--- config.mk ---
export PLATFORM = sky130hd
export DESIGN_NAME = fuzzy_subsequence_scorer
export DESIGN_NICKNAME = d
export VERILOG_FILES = /design/src/rtl/fss_pkg.sv /design/src/rtl/fuzzy_subsequence_scorer.sv /design/src/rtl/fss_pattern.sv /design/src/rtl/fss_step.sv
export SDC_FILE = /design/constraint.sdc
export NUM_CORES = 1
export LEC_CHECK = 0
export BUFFER_PORTS_ARGS = -buffer_cell sky130_fd_sc_hd__buf_2
export CAP_MARGIN = 20
export CORE_ASPECT_RATIO = 1.25
export CORE_MARGIN = 3
export CORE_UTILIZATION = 49
export CTS_CLUSTER_DIAMETER = 30
export DETAILED_ROUTE_END_ITERATION = 7
export GPL_ROUTABILITY_DRIVEN = 0
export HOLD_SLACK_MARGIN = 0.05
export PLACE_DENSITY = 0.78
export SKIP_LAST_GASP = 1
export SYNTH_ARGS = -nofsm -noshare
export SYNTH_HDL_FRONTEND = slang
export SYNTH_SLANG_ARGS = --single-unit
export TNS_END_PERCENT = 50
--- constraint.sdc ---
create_clock -name clk -period 5.2 [get_ports clk]
set_input_delay 0.78 -clock clk [delete_from_list [all_inputs] [get_ports clk]]
set_output_delay 0.78 -clock clk [all_outputs]
set_load 0.1 [all_outputs]
--- src/rtl/fss_pkg.sv ---
`timescale 1ns / 1ps

package fss_pkg;

	localparam int POS_W   = 5;
	localparam int SCORE_W = 10;
	localparam int OUT_W   = 11;
	localparam int CFG_W   = 64;
	localparam int IDX_W   = 2;

	localparam logic [IDX_W-1:0] CFG_PAT_LOW  = 2'd0;
	localparam logic [IDX_W-1:0] CFG_PAT_HIGH = 2'd1;
	localparam logic [IDX_W-1:0] CFG_PAT_LEN  = 2'd2;

	localparam logic [SCORE_W-1:0] SCORE_BASE = 10'd10;
	localparam logic [SCORE_W-1:0] SCORE_RUN  = 10'd5;
	localparam logic [SCORE_W-1:0] SCORE_WORD = 10'd15;
	localparam logic signed [OUT_W-1:0] SCORE_NONE = -11'sd1;

	typedef struct packed {
		logic [POS_W-1:0]   pos;
		logic [SCORE_W-1:0] score;
		logic [POS_W-1:0]   run;
		logic               after_sep;
		logic               done;
	} name_state_t;

	typedef struct packed {
		logic signed [OUT_W-1:0] score;
		logic                    matched;
	} result_t;

	localparam name_state_t NAME_START = '{pos: '0, score: '0, run: '0, after_sep: 1'b1,
		done: 1'b0};

	function automatic logic is_upper(input logic [7:0] c);
		return (c >= 8'h41) && (c <= 8'h5A);
	endfunction

	function automatic logic [7:0] fold_case(input logic [7:0] c);
		return is_upper(c) ? c + 8'h20 : c;
	endfunction

	// punctuation or whitespace in the C locale
	function automatic logic is_separator(input logic [7:0] c);
		return ((c >= 8'h21) && (c <= 8'h2F)) || ((c >= 8'h3A) && (c <= 8'h40)) ||
			((c >= 8'h5B) && (c <= 8'h60)) || ((c >= 8'h7B) && (c <= 8'h7E)) ||
			((c >= 8'h09) && (c <= 8'h0D)) || (c == 8'h20);
	endfunction

endpackage

--- src/rtl/fuzzy_subsequence_scorer.sv ---
`timescale 1ns / 1ps

// Fuzzy subsequence scorer: streams a candidate name one byte per request and
// scores it against the configured pattern, giving one result on the request
// marked last_char. A request enters an input register, from which a single
// compare-and-add step updates the per-name state and, on the last byte, loads
// the output register; a new request is taken every cycle unless in_stall is
// high, so the block runs at one byte per clock while it does not stall. The
// output register holds a result under out_stall; only a last byte waiting
// behind a held result backs up to in_stall. Write the pattern registers only
// while no name is in flight.
module fuzzy_subsequence_scorer #(
	parameter int PATTERN_MAX = 16
) (
	input  logic                               clk,
	input  logic                               arst_n,
	input  logic                               cfg_we,
	input  logic [fss_pkg::IDX_W-1:0]          cfg_index,
	input  logic [fss_pkg::CFG_W-1:0]          cfg_data,
	input  logic                               in_valid,
	output logic                               in_stall,
	input  logic [7:0]                         name_char,
	input  logic                               last_char,
	input  logic                               empty_name,
	output logic                               out_valid,
	input  logic                               out_stall,
	output logic signed [fss_pkg::OUT_W-1:0]   match_score,
	output logic                               matched
);

	logic                       valid_s1;
	logic [7:0]                 char_s1;
	logic                       last_s1;
	logic                       empty_s1;
	fss_pkg::name_state_t       state_q;
	fss_pkg::name_state_t       state_nxt;
	fss_pkg::result_t           res;
	fss_pkg::result_t           res_q;
	logic                       out_valid_q;
	logic [7:0]                 pat_char;
	logic [fss_pkg::POS_W-1:0]  pat_len;
	logic                       go_s1;

	fss_pattern #(.PATTERN_MAX(PATTERN_MAX)) u_pattern (
		.clk      (clk),
		.arst_n   (arst_n),
		.cfg_we   (cfg_we),
		.cfg_index(cfg_index),
		.cfg_data (cfg_data),
		.pos      (state_q.pos),
		.pat_char (pat_char),
		.pat_len  (pat_len)
	);

	fss_step u_step (
		.cur       (state_q),
		.name_char (char_s1),
		.empty_name(empty_s1),
		.pat_char  (pat_char),
		.pat_len   (pat_len),
		.nxt       (state_nxt),
		.res       (res)
	);

	// a last byte cannot retire while the output register is held
	assign go_s1    = valid_s1 && !(last_s1 && out_valid_q && out_stall);
	assign in_stall = valid_s1 && !go_s1;

	always_ff @(posedge clk or negedge arst_n) begin
		if (!arst_n) begin
			valid_s1 <= 1'b0;
		end else if (!in_stall) begin
			valid_s1 <= in_valid;
		end
	end

	always_ff @(posedge clk) begin
		if (in_valid && !in_stall) begin
			char_s1  <= name_char;
			last_s1  <= last_char;
			empty_s1 <= empty_name;
		end
	end

	always_ff @(posedge clk or negedge arst_n) begin
		if (!arst_n) begin
			state_q <= fss_pkg::NAME_START;
		end else if (go_s1) begin
			state_q <= last_s1 ? fss_pkg::NAME_START : state_nxt;
		end
	end

	always_ff @(posedge clk or negedge arst_n) begin
		if (!arst_n) begin
			out_valid_q <= 1'b0;
		end else if (go_s1 && last_s1) begin
			out_valid_q <= 1'b1;
		end else if (!out_stall) begin
			out_valid_q <= 1'b0;
		end
	end

	always_ff @(posedge clk) begin
		if (go_s1 && last_s1) begin
			res_q <= res;
		end
	end

	assign out_valid   = out_valid_q;
	assign match_score = res_q.score;
	assign matched     = res_q.matched;

endmodule

--- src/rtl/fss_pattern.sv ---
`timescale 1ns / 1ps

module fss_pattern #(
	parameter int PATTERN_MAX = 16
) (
	input  logic                          clk,
	input  logic                          arst_n,
	input  logic                          cfg_we,
	input  logic [fss_pkg::IDX_W-1:0]     cfg_index,
	input  logic [fss_pkg::CFG_W-1:0]     cfg_data,
	input  logic [fss_pkg::POS_W-1:0]     pos,
	output logic [7:0]                    pat_char,
	output logic [fss_pkg::POS_W-1:0]     pat_len
);

	localparam int SEL_W = (PATTERN_MAX > 1) ? $clog2(PATTERN_MAX) : 1;
	localparam logic [fss_pkg::POS_W-1:0] LEN_MAX = fss_pkg::POS_W'(PATTERN_MAX);

	logic [7:0]                pat_q [PATTERN_MAX];
	logic [fss_pkg::POS_W-1:0] len_q;

	for (genvar i = 0; i < PATTERN_MAX; i++) begin : g_char
		localparam logic [fss_pkg::IDX_W-1:0] WORD_IDX =
			(i < 8) ? fss_pkg::CFG_PAT_LOW : fss_pkg::CFG_PAT_HIGH;
		always_ff @(posedge clk or negedge arst_n) begin
			if (!arst_n) begin
				pat_q[i] <= '0;
			end else if (cfg_we && (cfg_index == WORD_IDX)) begin
				pat_q[i] <= cfg_data[8*(i%8) +: 8];
			end
		end
	end

	always_ff @(posedge clk or negedge arst_n) begin
		if (!arst_n) begin
			len_q <= '0;
		end else if (cfg_we) begin
			unique case (cfg_index)
				fss_pkg::CFG_PAT_LEN: len_q <= cfg_data[fss_pkg::POS_W-1:0];
				default: ;
			endcase
		end
	end

	// only looked at while pos is below the effective length
	assign pat_char = pat_q[pos[SEL_W-1:0]];
	assign pat_len  = (len_q > LEN_MAX) ? LEN_MAX : len_q;

endmodule

--- src/rtl/fss_step.sv ---
`timescale 1ns / 1ps

module fss_step (
	input  fss_pkg::name_state_t          cur,
	input  logic [7:0]                    name_char,
	input  logic                          empty_name,
	input  logic [7:0]                    pat_char,
	input  logic [fss_pkg::POS_W-1:0]     pat_len,
	output fss_pkg::name_state_t          nxt,
	output fss_pkg::result_t              res
);

	logic                         hit;
	logic [fss_pkg::POS_W-1:0]    pos_inc;
	logic [fss_pkg::SCORE_W-1:0]  gain;

	assign hit     = fss_pkg::fold_case(name_char) == fss_pkg::fold_case(pat_char);
	assign pos_inc = cur.pos + 1'b1;
	assign gain    = fss_pkg::SCORE_BASE
		+ fss_pkg::SCORE_W'(fss_pkg::SCORE_RUN * fss_pkg::SCORE_W'(cur.run))
		+ ((cur.after_sep || fss_pkg::is_upper(name_char)) ? fss_pkg::SCORE_WORD : '0);

	always_comb begin
		nxt = cur;
		if (!empty_name && (pat_len != '0) && !cur.done) begin
			if (cur.pos >= pat_len) begin
				// pattern got shorter under us
				nxt.done = 1'b1;
			end else begin
				if (hit) begin
					nxt.score = cur.score + gain;
					nxt.run   = cur.run + 1'b1;
					nxt.pos   = pos_inc;
					nxt.done  = pos_inc >= pat_len;
				end else begin
					nxt.run = '0;
				end
				nxt.after_sep = fss_pkg::is_separator(name_char);
			end
		end
	end

	always_comb begin
		if (pat_len == '0) begin
			res.score   = '0;
			res.matched = 1'b1;
		end else if (nxt.done) begin
			res.score   = fss_pkg::OUT_W'(nxt.score);
			res.matched = 1'b1;
		end else begin
			res.score   = fss_pkg::SCORE_NONE;
			res.matched = 1'b0;
		end
	end

endmodule

==> results of run 1 <==
## cell families after synthesis
family	synth area share
AOI/OAI and AO/OA	0.0941
xor gates and xnor gates	0.0196
adders and majority gates	0.0596
buffers and inverters	0.0320
DFF	0.488
muxes	0.241
and+or+nand+nor	0.0654
## power by group
| group | switching, W | internal [W] |
|---|---|---|
| Sequential | 0.000126 | 0.00164 |
| Combinational | 0.000369 | 0.000352 |
| Clock | 0.000619 | 0.000693 |
## cell usage after synthesis, types with 6 or more instances
cell and instances:
nor2b_1 9, xnor2_1 17, nand3b_1 7, o21ai_0 9, dfrtp_1 156, mux2_2 137, inv_1 28, clkbuf_1 28
and2_1 6, o211ai_1 6, mux4_2 24, ha_1 40, nand2b_1 9, a22oi_1 13, edfxtp_1 22, a21oi_1 20
nor3_1 6, a21o_1 14, nor2_1 16, nand3_1 11, mux2i_1 18, nand2_1 31
## cell type report
cell class | instances | share of cell area
well taps | 232 | 0.0272
multi-input cells | 476 | 0.422
repair buffers | 106 | 0.0531
clock inverters | 15 | 0.0179
inverters | 28 | 0.00984
flip-flops and latches | 179 | 0.430
clock buffers | 17 | 0.0398
## layer usage
layer,global-route usage,part of all wire,vias up
li1,-,-,2864
met4,0.0756,0.025,6
met5,0,0.0017,-
met2,0.355,0.53,163
met3,0.0499,0.051,37
met1,0.242,0.40,3157
## how the worst min path moves through the flow
| stage | endpoint | slack, ps | cells past startpoint |
|---|---|---|---|
| floorplan | state_q[1] | 440 | 2 |
| detailed placement | state_q[1] | 460 | 2 |
| finish | state_q[7] | 340 | 1 |
| global placement | state_q[1] | 450 | 2 |
| global route | state_q[10] | 370 | 1 |
| CTS | state_q[7] | 350 | 1 |
## placed cells by master, fill, tap and decap left out, types with 3 or more instances in the layout
| cell type | Yosys | final |
|---|---|---|
| o2bb2ai_1 | 5 | 5 |
| mux4_2 | 24 | 24 |
| nor3b_1 | 4 | 3 |
| clkinv_8 | 0 | 5 |
| fa_1 | 3 | 3 |
| a22o_1 | 5 | 5 |
| nand3b_1 | 7 | 7 |
| nor3_1 | 6 | 6 |
| nor2_1 | 16 | 16 |
| nor2b_1 | 9 | 9 |
| o211ai_1 | 6 | 6 |
| buf_4 | 2 | 12 |
| and3_1 | 4 | 4 |
| ha_1 | 40 | 40 |
| a21oi_1 | 20 | 20 |
| nand3_1 | 11 | 11 |
| o21bai_1 | 5 | 5 |
| inv_6 | 0 | 3 |
| mux2_2 | 137 | 137 |
| inv_8 | 0 | 3 |
| o21ai_1 | 3 | 3 |
| a22oi_1 | 13 | 13 |
| inv_1 | 28 | 28 |
| o311ai_1 | 4 | 4 |
| buf_2 | 3 | 93 |
| xnor2_1 | 17 | 17 |
| nand4_1 | 3 | 3 |
| nand2_1 | 31 | 31 |
| edfxtp_1 | 22 | 22 |
| o21ai_0 | 9 | 9 |
| and2_1 | 6 | 6 |
| dfrtp_1 | 156 | 155 |
| clkbuf_16 | 0 | 17 |
| mux2i_1 | 18 | 18 |
| a32o_1 | 5 | 5 |
| xor2_1 | 4 | 4 |
| a21o_1 | 14 | 14 |
| nand2b_1 | 9 | 9 |
| nor4_1 | 4 | 4 |
## sequential cells by signal, summed over array words and instances, names as in the netlist
| signal | count |
|---|---|
| last_s1 | 1 |
| matched | 1 |
| valid_s1 | 1 |
| u_pattern.len_q | 5 |
| u_pattern.pat_q | 128 |
| state_q | 22 |
| char_s1 | 8 |
| out_valid | 1 |
| match_score | 11 |
| empty_s1 | 1 |
## stage by stage
stage                     hold WS, ps  worst slack, ps  power, W  cell area, µm²
after detailed placement          457              380   0.00252           10100
after floorplan                   440              708   0.00229            9400
after CTS                         348              336   0.00383           10700
after global placement            449              524   0.00248           10100
after global routing              369             9.91   0.00398           10700
final                             339              305   0.00380           10700
==> flow_metrics.tcl, run 1 <==
set metrics [dict create \
    netlist_instances 722 \
    cts_buffers 17 \
    grt_pass1_vias 6470 \
    grt_remaining_overflow 0 \
    place_hpwl_um 14800 \
    rsz0062_at_grt "false" \
    grt_pass1_wl_um 33100 \
    rr_worst_depth 19 \
    run_status "complete, no violations" \
    synth.area.top_cells "dfrtp_1, mux2_2, edfxtp_1, mux4_2, ha_1" \
    wire_per_inst_um 19.4 \
    drive_above_1_share 0.375 \
    crit_required_ps 5390 \
    die_x_um 130 \
    p_leak_nw 4.63 \
    r2r_end "match_score[9]" \
    crit_arrival_ps 5080 \
    hold_buffers 0 \
    post-place-cells 1021 \
    cp_top_family "compound AO/OA/AOI/OAI gates" \
    seq_area_um2 4590 \
    yosys.area.top_type "dfrtp_1" \
    syn-num-nets 846 \
    routed_wl_um 20400 \
    slowest_delay_ps 550 \
    antenna_found_initial 3 \
    crit_cells 19 \
    postCtsSetupBuffers 0 \
    ys_warn_count 0 \
    fin_cells 1053 \
    fin_crit_sh 0.941 \
    drtIter0Drc 453 \
    initial_core_util 0.500 \
    final_core_util 0.569 \
    synth-async-reset-ratio 0.877 \
    fmax_mhz 204 \
    ir_drop_mv 0.287 \
    crit_type "reg2reg" \
    dieArea_um2 20900 \
    crit_fanout 10 \
    clock-sinks 179 \
    clock_path_buffers 2 \
    clock_latency_ps 430 \
    area_growth_pct 13.7 \
    fin_nets 932 \
    syn_avg_cell_area_um2 13.0 \
    rows 56 \
    synth_cell_type_count 67 \
    fin_tns_setup_ps 0 \
    crit_slowest_cell "edfxtp_1" \
    cts-htree-levels 4 \
    synth_top_area_frac 0.415 \
    die_h_um 161 \
    regToRegStartpoint "char_s1[5]" \
    powerDensity_nw_per_um2 356 \
    multi_input_area_um2 4510 \
    fin_skew_ps 12.4 \
    ys.flop_type "dfrtp_1" \
    cts_root_buf "clkbuf_16" \
    min_path_type "in2async" \
    vias_per_cell 5.91 \
    path_cells "inv_1 -> ha_1 -> nor3b_1 -> o31a_1 -> and3_1 -> nor2_1 -> xnor2_1 -> ha_1 -> a21o_1 -> ha_1 -> fa_1 -> a21o_1 -> a21oi_1 -> o21bai_1 -> a21oi_1 -> o21bai_1 -> a21o_1 -> and3_1 -> o41a_1" \
    startpoint "char_s1[5]" \
    drv_cap 0 \
    clk_pin_slew_ps 80 \
    end_kind "register" \
    layout_min_cycle_time_ps 4900 \
    ys_seq_elements 179 \
    ys_seq_area_frac 0.488 \
    grt_max_degree 65 \
    hold_viol_final 0 \
    path_buf_inv 1 \
    cts_tree "done" \
    final-max-slew-violation-count 0 \
    worst_slew_pin_slew_ps 1070 \
    drc 0 \
    grt_use_total 0.204 \
    io_pins 95 \
    cts_resized 0 \
    cp-endpoint "match_score[9]" \
    maxSlewHeadroom 0.284 \
    syn-cell-area_um2 9400 \
    start_kind "register" \
    drtPass1Iterations 5 \
    core_um2 18800 \
    ant_nets 0 \
    synth_edf_count 22 \
    setup_viol 0 \
    fill_cells 1577 \
    r2r_slack_ps 300 \
    diodes 0 \
    num_vias 6227 \
    io_buffers 94 \
]
Note: power is estimated with default switching activity, not from simulation.
==> run 2: changes to the inputs <==
--- a/config.mk
+++ b/config.mk
@@ -7,14 +7,16 @@
 export LEC_CHECK = 0
 export BUFFER_PORTS_ARGS = -buffer_cell sky130_fd_sc_hd__buf_2
 export CAP_MARGIN = 20
+export CELL_PAD_IN_SITES_DETAIL_PLACEMENT = 1
+export CELL_PAD_IN_SITES_GLOBAL_PLACEMENT = 2
 export CORE_ASPECT_RATIO = 1.25
 export CORE_MARGIN = 3
-export CORE_UTILIZATION = 49
+export CORE_UTILIZATION = 41
 export CTS_CLUSTER_DIAMETER = 30
 export DETAILED_ROUTE_END_ITERATION = 7
 export GPL_ROUTABILITY_DRIVEN = 0
 export HOLD_SLACK_MARGIN = 0.05
-export PLACE_DENSITY = 0.78
+export PLACE_DENSITY = 0.9
 export SKIP_LAST_GASP = 1
 export SYNTH_ARGS = -nofsm -noshare
 export SYNTH_HDL_FRONTEND = slang
==> flow_metrics.tcl, run 2 (synthesis gave the netlist of run 1 again) <==
set metrics [dict create \
    run_status "complete, no violations" \
    crit_slowest_cell "edfxtp_1" \
    drive_above_1_share 0.376 \
    ir_drop_mv 0.239 \
    fin_cells 1103 \
    wire_per_inst_um 21.3 \
    fin_tns_setup_ps 0 \
    top_register "u_pattern.pat_q" \
    rr_worst_depth 19 \
    die_x_um 141 \
    end_kind "register" \
    cp_top_family "compound AO/OA/AOI/OAI gates" \
    grt_remaining_overflow 0 \
    mostFrequentLayoutCell "dfrtp_1" \
    worst_slew_pin_slew_ps 1060 \
    rsz0062_at_grt "false" \
    num_vias 6277 \
    start_kind "register" \
    io_buffers 94 \
    grt_pass1_wl_um 37800 \
    postCtsSetupBuffers 0 \
    crit_arrival_ps 4930 \
    post-place-cells 1071 \
    fill_cells 2332 \
    setup_viol 0 \
    slowest_delay_ps 550 \
    fin_nets 931 \
    diodes 0 \
    p_leak_nw 4.62 \
    path_cells "inv_1 -> ha_1 -> nor3b_1 -> o31a_1 -> and3_1 -> nor2_2 -> xnor2_1 -> ha_1 -> a21o_1 -> ha_1 -> fa_1 -> a21o_1 -> a21oi_1 -> o21bai_1 -> a21oi_1 -> o21bai_1 -> a21o_1 -> and3_1 -> o41a_1" \
    powerDensity_nw_per_um2 357 \
    cts_tree "done" \
    clk_pin_slew_ps 80 \
    maxSlewHeadroom 0.290 \
    io_pins 95 \
    multi_input_area_um2 4510 \
    crit_required_ps 5400 \
    clock_path_buffers 2 \
    routed_wl_um 23500 \
    grt_use_total 0.195 \
    path_buf_inv 1 \
    fin_skew_ps 15.1 \
    final-max-slew-violation-count 0 \
    cts_buffers 17 \
    dieArea_um2 24800 \
    core_um2 22400 \
    fin_crit_sh 0.910 \
    grt_max_degree 70 \
    crit_fanout 10 \
    crit_cells 19 \
    cts-htree-levels 4 \
    cts_root_buf "clkbuf_16" \
    drtPass1Iterations 5 \
    ant_nets 0 \
    min_path_type "in2async" \
    area_growth_pct 14.2 \
    vias_per_cell 5.69 \
    rows 61 \
    layout_common_cells "dfrtp_1, mux2_2, buf_2, ha_1, nand2_1" \
    antenna_found_initial 2 \
    clock_latency_ps 450 \
    seq_area_um2 4590 \
    largest_register_ffs 128 \
    crit_type "reg2reg" \
    initial_core_util 0.420 \
    drc 0 \
    fmax_mhz 211 \
    clock-sinks 179 \
    hold_viol_final 0 \
    grt_pass1_vias 6870 \
    place_hpwl_um 16600 \
    die_h_um 175 \
    drtIter0Drc 252 \
    layout_min_cycle_time_ps 4730 \
    drv_cap 0 \
]
[run 2: cell count changes in the layout (fill, tap and decap cells not counted), sizes merged]
cell and change:
clkinv -1, inv +2, bufinv -1, buf -1
[run 2: where the power goes]
group | leakage [nW] | total [W] | internal, W | switching, W
Combinational | 2.22 | 0.000742 | 0.000353 | 0.000389
Sequential | 2.11 | 0.00178 | 0.00164 | 0.000135
Clock | 0.288 | 0.00131 | 0.000653 | 0.000654
[run 2: metal layers]
metal | vias to the layer above | track usage | part of all wire
li1 | 2870 | - | -
met1 | 3253 | 0.240 | 0.41
met2 | 112 | 0.345 | 0.53
met3 | 38 | 0.0395 | 0.035
met4 | 4 | 0.0612 | 0.023
met5 | - | 0 | 0.0011
[run 2: final cells by class]
cell class              count  share of cell area
clock buffers              17              0.0397
clock inverters            15              0.0167
inverters                  28             0.00980
multi-input cells         476               0.421
flip-flops and latches    179               0.428
well taps                 283              0.0330
repair buffers            105              0.0521
[run 2: path summary, 6_finish.rpt]
kind,startpoint,endpoint,slack [ps]
max in group asynchronous,arst_n,u_pattern.pat_q[51],3810
setup reg to reg,char_s1[5],match_score[9],470
min in group clk,state_q[1],state_q[1],490
hold reg to reg,state_q[1],state_q[1],490
hold / removal,arst_n,u_pattern.pat_q[2],320
setup / recovery,char_s1[5],match_score[9],470
[run 2: per-stage QoR]
stage | setup WS, ps | utilization | power, W | cell area (µm²) | hold WS (ps)
3_3_place_gp | 461 | 0.453 | 0.00249 | 10100 | 453
3_5_place_dp | 350 | 0.453 | 0.00254 | 10100 | 475
6_report | 470 | 0.480 | 0.00383 | 10700 | 324
5_1_grt | 117 | 0.480 | 0.00402 | 10700 | 363
2_1_floorplan | 708 | - | 0.00229 | 9400 | 440
4_1_cts | 340 | 0.480 | 0.00386 | 10700 | 363
[run 2: repair_timing]
item / CTS / global route
gates resized for setup: 0 / 1
setup endpoints to repair: 0 / 1
hold buffers: 0 / 0
[run 2: worst reg2reg max path: cells and delay by family, from the launching register on]
| kind | cells | cell delay, ps |
|---|---|---|
| buffers and inverters | 1 | 140 |
| XOR/XNOR | 1 | 120 |
| AO/OA/AOI/OAI | 9 | 1800 |
| AND/OR/NAND/NOR | 4 | 830 |
| flip-flops | 1 | 550 |
| adder cells (fa/ha/maj) | 4 | 1030 |
